### config.mk
export PLATFORM = sky130hd
export DESIGN_NAME = kvi_ram
export DESIGN_NICKNAME = d
export VERILOG_FILES = /design/src/rtl/kvi_ram.sv
export SDC_FILE = /design/constraint.sdc
export NUM_CORES = 2
export LEC_CHECK = 0
export BUFFER_PORTS_ARGS = -buffer_cell sky130_fd_sc_hd__buf_2
export CORE_UTILIZATION = 45
export CTS_CLUSTER_DIAMETER = 40
export CTS_CLUSTER_SIZE = 8
export DETAILED_ROUTE_END_ITERATION = 16
export SLEW_MARGIN = 20
export SYNTH_ARGS = -nofsm -noshare
export SYNTH_HDL_FRONTEND = slang
export SYNTH_SLANG_ARGS = --single-unit
### constraint.sdc
create_clock -name clk -period 4 [get_ports clk]
set_input_delay 0.6 -clock clk [delete_from_list [all_inputs] [get_ports clk]]
set_output_delay 0.6 -clock clk [all_outputs]
set_load 0.1 [all_outputs]
### src/rtl/kvi_ram.sv
// Generic single-port-write, single-port-read RAM with registered read data.
// Depends on nothing.
module kvi_ram #(
  parameter int WIDTH = 32,
  parameter int DEPTH = 64
) (
  input  logic                     clk,
  input  logic                     we,
  input  logic [$clog2(DEPTH)-1:0] waddr,
  input  logic [WIDTH-1:0]         wdata,
  input  logic [$clog2(DEPTH)-1:0] raddr,
  output logic [WIDTH-1:0]         rdata
);

  logic [WIDTH-1:0] mem [DEPTH];

  always_ff @(posedge clk) begin
    if (we) begin
      mem[waddr] <= wdata;
    end
    rdata <= mem[raddr];
  end

endmodule

# == Word-level counts from Yosys, hierarchy flattened ==
# Memory sizes are Yosys's and may differ from the RTL's. A register that Yosys moved wholly into a read port is not among the register bits.
# Index checks and enable logic that the tools add are counted.
# word_totals
in_bits,46
reg_bits,0
word_cells,3
n_memories,1
output_inout_bits,32
mem_bits_rw,2048
# memory_table
name,words,word_bits,read_ports,rd_clocked_by_memory_dff,write_ports,line,rtl
mem,64,32,1,1,1,15,logic [WIDTH-1:0] mem [DEPTH];
# op_classes
mux,2
# ops
operator,n
two-way mux 1 bit,2

# == Logic depth before layout (Yosys ltp) ==
# logic_depth
depth_word,2
ltp_mapped,10
ltp_nobuf,5

# == Least setup slack after synthesis ==
# OpenSTA, ideal clock, no wires.
# synth_timing
kind,input-to-reg
from,input waddr[3]
to,"memory mem[48][0], enable pin"
cell_stages,4
setup_time_ns,0.461
n_path_buf,1
arrival_ns,3.299
required_time_ns,3.539
setup_slack_ns,0.240
cell_sequence,clkbuf_1 -> nor2b_1 -> nand4b_1 -> nor3_1
# synth_rtl
element,line,rtl
start: declaration,9,"input logic [$clog2(DEPTH)-1:0] waddr,"
end: declaration,15,
# No word-level cell before the write port.

==> impl_metrics.tcl <==
set metrics [dict create \
    run_status "finished with violations" \
    cp.arrival_ns 3.54 \
    failed_checks "antenna violations" \
    total_switching_power_uw 11000 \
    ys_dominant_reg_cell "sky130_fd_sc_hd__edfxtp_1" \
    die-width_um 420 \
    drt_iter0_markers 4944 \
    tritonroute_pass_1_iters 5 \
    final_gp_congestion 0.813 \
    via_count 38544 \
    dieHeight_um 420 \
    relSlewSlack 0.281 \
    drive_gt1_frac 0.329 \
    resized_cells_post_cts 0 \
    critical_path.startpoint_type "primary input" \
    drc 0 \
    critical_path.max_fanout 34 \
    leakage_uw 0.0297 \
    crit_path_cell_trace "buf_8 -> buf_4 -> buf_4 -> mux4_2 -> mux4_2 -> o22ai_1 -> nor2_1" \
    pwr-share-comb 0.051 \
    critical_path_sink_type "register" \
    post-route-period-util 0.709 \
    die_area_um2 176000 \
    core_region_area_um2 172000 \
    data_required_time_at_the_worst_endpoint_ns 4.71 \
    post-cts-setup-buffers 0 \
    final.setup.worst_slack_ns 1.16 \
    globalRoute.totalOverflow 0 \
    max_clock_freq_mhz 352 \
    grt_pass1_wl_mm 299 \
    initial_core_util 0.455 \
    switching_share 0.211 \
    slowest_delay_ns 0.67 \
    finClkSkew_ns 0.0460 \
    largest_net_degree_at_the_start_of_global_routing 65 \
    synthesis.instances 3324 \
    synth.yosys.seq_area_share 0.791 \
    grt_pass1_vias 38920 \
    asyncSetResetFlopFracSynth 0 \
    antenna_found_initial 7 \
    power.share.sequential 0.467 \
    cts.path.max_buffers 4 \
    path_type_of_the_worst_setup_path "in -> reg" \
    finalInstanceArea_um2 93400 \
    postRouteWirelength_mm 213 \
    netlist-cell-type-count 34 \
    cts_tree "built" \
    ir_drop_mv 0.513 \
    count_of_clock_tree_sinks 2080 \
    setup_viol 0 \
    core.rowCount 152 \
    wl_per_cell_um 33.9 \
    cp_buf_inv_count 3 \
    power-per-cell-area_nw_per_um2 558 \
    post_dp_cell_area_um2 83800 \
    multi_input_area_um2 16000 \
    drt.antenna.violating_nets 1 \
    fillerInstances 12898 \
    clk_latency_ns 0.92 \
    place.detailed.hpwl_mm 121 \
    netlist_area_um2 78500 \
    clockPowerShare 0.482 \
    design.portCount 78 \
    timing.setup.tns_ns 0 \
    rsz0062_at_grt "no" \
    mappedNetlistNets 3370 \
    synth_warnings 0 \
    clkTransAtPathRegs_ns 0.05 \
    gr-usage-all-layers 0.245 \
    relative_area_change_from_synthesis_to_final_layout_pct 19.0 \
    hold_path.class "in -> reg" \
    vias_per_cell 6.14 \
    hold_violations 0 \
    gate_family_responsible_for_the_most_delay_along_the_worst_path "buffers and inverters" \
    worst_pin_slew_ns 1.08 \
    final-instance-count-excl-fill 6278 \
    synth-edff-count 2048 \
    synth.ff_latch_count 2080 \
    avgSynthCellArea_um2 23.6 \
    root_buffer "sky130_fd_sc_hd__clkbuf_16" \
    pre_cts_slack_ns 0.231 \
    period_minus_slack_ns 2.84 \
    power_report.internal_total_uw 41100 \
    critical-path-slowest-cell "sky130_fd_sc_hd__o22ai_1" \
    htree_levels 5 \
    cts_buffers 335 \
    maxSlewViolCount 0 \
    numPortBuffers 77 \
    placedCellCount 5757 \
    cap_violations 0 \
    finish.net_count 3832 \
    final-seq-area_um2 62100 \
    final.hold.worst_slack_ns 0.199 \
]
==> power by group through the flow <==
| stage | Clock [uW] | Combinational [uW] | Sequential, uW |
|---|---|---|---|
| finish | 25100 | 2680 | 24300 |
| global route | 26400 | 2790 | 24300 |
| detailed placement | 0 | 2690 | 24700 |
| CTS | 25400 | 2690 | 24300 |
| floorplan | 0 | 1170 | 25000 |
| global placement | 0 | 2660 | 24700 |
==> cell usage after synthesis, drive strengths merged, types with 5 or more instances <==
master,number,area (um2)
a311oi,8,70.1
buf,108,608
edfxtp,2048,61500
nand2,26,97.6
nand2b,8,50.1
nand3b,5,37.5
a22oi,12,90.1
mux4,544,12300
o22ai,84,526
clkbuf,74,278
o221ai,27,236
nor2b,15,93.8
nor2,137,514
nor3,7,35.0
or3b,5,43.8
a21oi,62,310
nand3,5,25.0
dfxtp,32,641
mux2i,93,931
==> layer usage <==
metal / routed length (um) / global-route usage / vias up
met5: 31 / 0 / -
met4: 5610 / 0.0732 / 4
met3: 17200 / 0.0431 / 313
met2: 101000 / 0.382 / 1798
met1: 88300 / 0.357 / 21189
li1: - / - / 15240
==> placed cells by master (no fill, tap or decap), drive strengths merged, types with 26 or more instances in the layout <==
master / n
o22ai: 84
nand2: 26
mux2i: 93
a21oi: 62
mux4: 544
clkbuf: 452
edfxtp: 2048
o221ai: 27
dfxtp: 32
clkinv: 39
buf: 306
nor2: 137
==> layout make-up <==
cell class / count / share of cell area
multi-input combinational: 1062 / 0.171
clock buffer: 452 / 0.0967
sequential: 2080 / 0.665
tap: 2310 / 0.0309
antenna: 13 / 0.000348
timing repair buffer: 307 / 0.0306
clock inverter: 54 / 0.00538
==> state kept, by name, summed over array words and instances, names as in the netlist <==
name	flops
rdata	32
mem	2048
==> worst paths after layout <==
path / startpoint / endpoint / slack (ns) / depth (start not counted)
setup reg to reg: mem[31][18] / rdata[18] / 1.54 / 4
hold reg to reg: mem[29][17] / rdata[17] / 0.77 / 4
hold / removal: wdata[8] / mem[32][8] / 0.20 / 1
setup / recovery: raddr[1] / rdata[18] / 1.16 / 7
==> cells by family (layout without fill, tap and decap cells) <==
kind of cell / Yosys count / after routing / synth area share
AOI/OAI and AO/OA: 202 / 202 / 0.0167
buffers and inverters: 182 / 813 / 0.0113
DFF: 2080 / 2080 / 0.791
muxes: 637 / 637 / 0.168
other: 0 / 13 / 0
and+or+nand+nor: 223 / 223 / 0.0127
==> timing repair <==
action / CTS / global route
setup endpoints to repair: 0 / 0
hold buffers: 1 / 0
endpoints found under the hold margin: 4 / 0
==> metrics by stage <==
| stage | total power [uW] | util |
|---|---|---|
| global route | 53500 | 0.542 |
| finish | 52100 | 0.542 |
| detailed placement | 27400 | 0.486 |
| CTS | 52500 | 0.541 |
| floorplan | 26200 | - |
| global placement | 27400 | 0.486 |
Note: power is estimated with default switching activity, not from simulation.
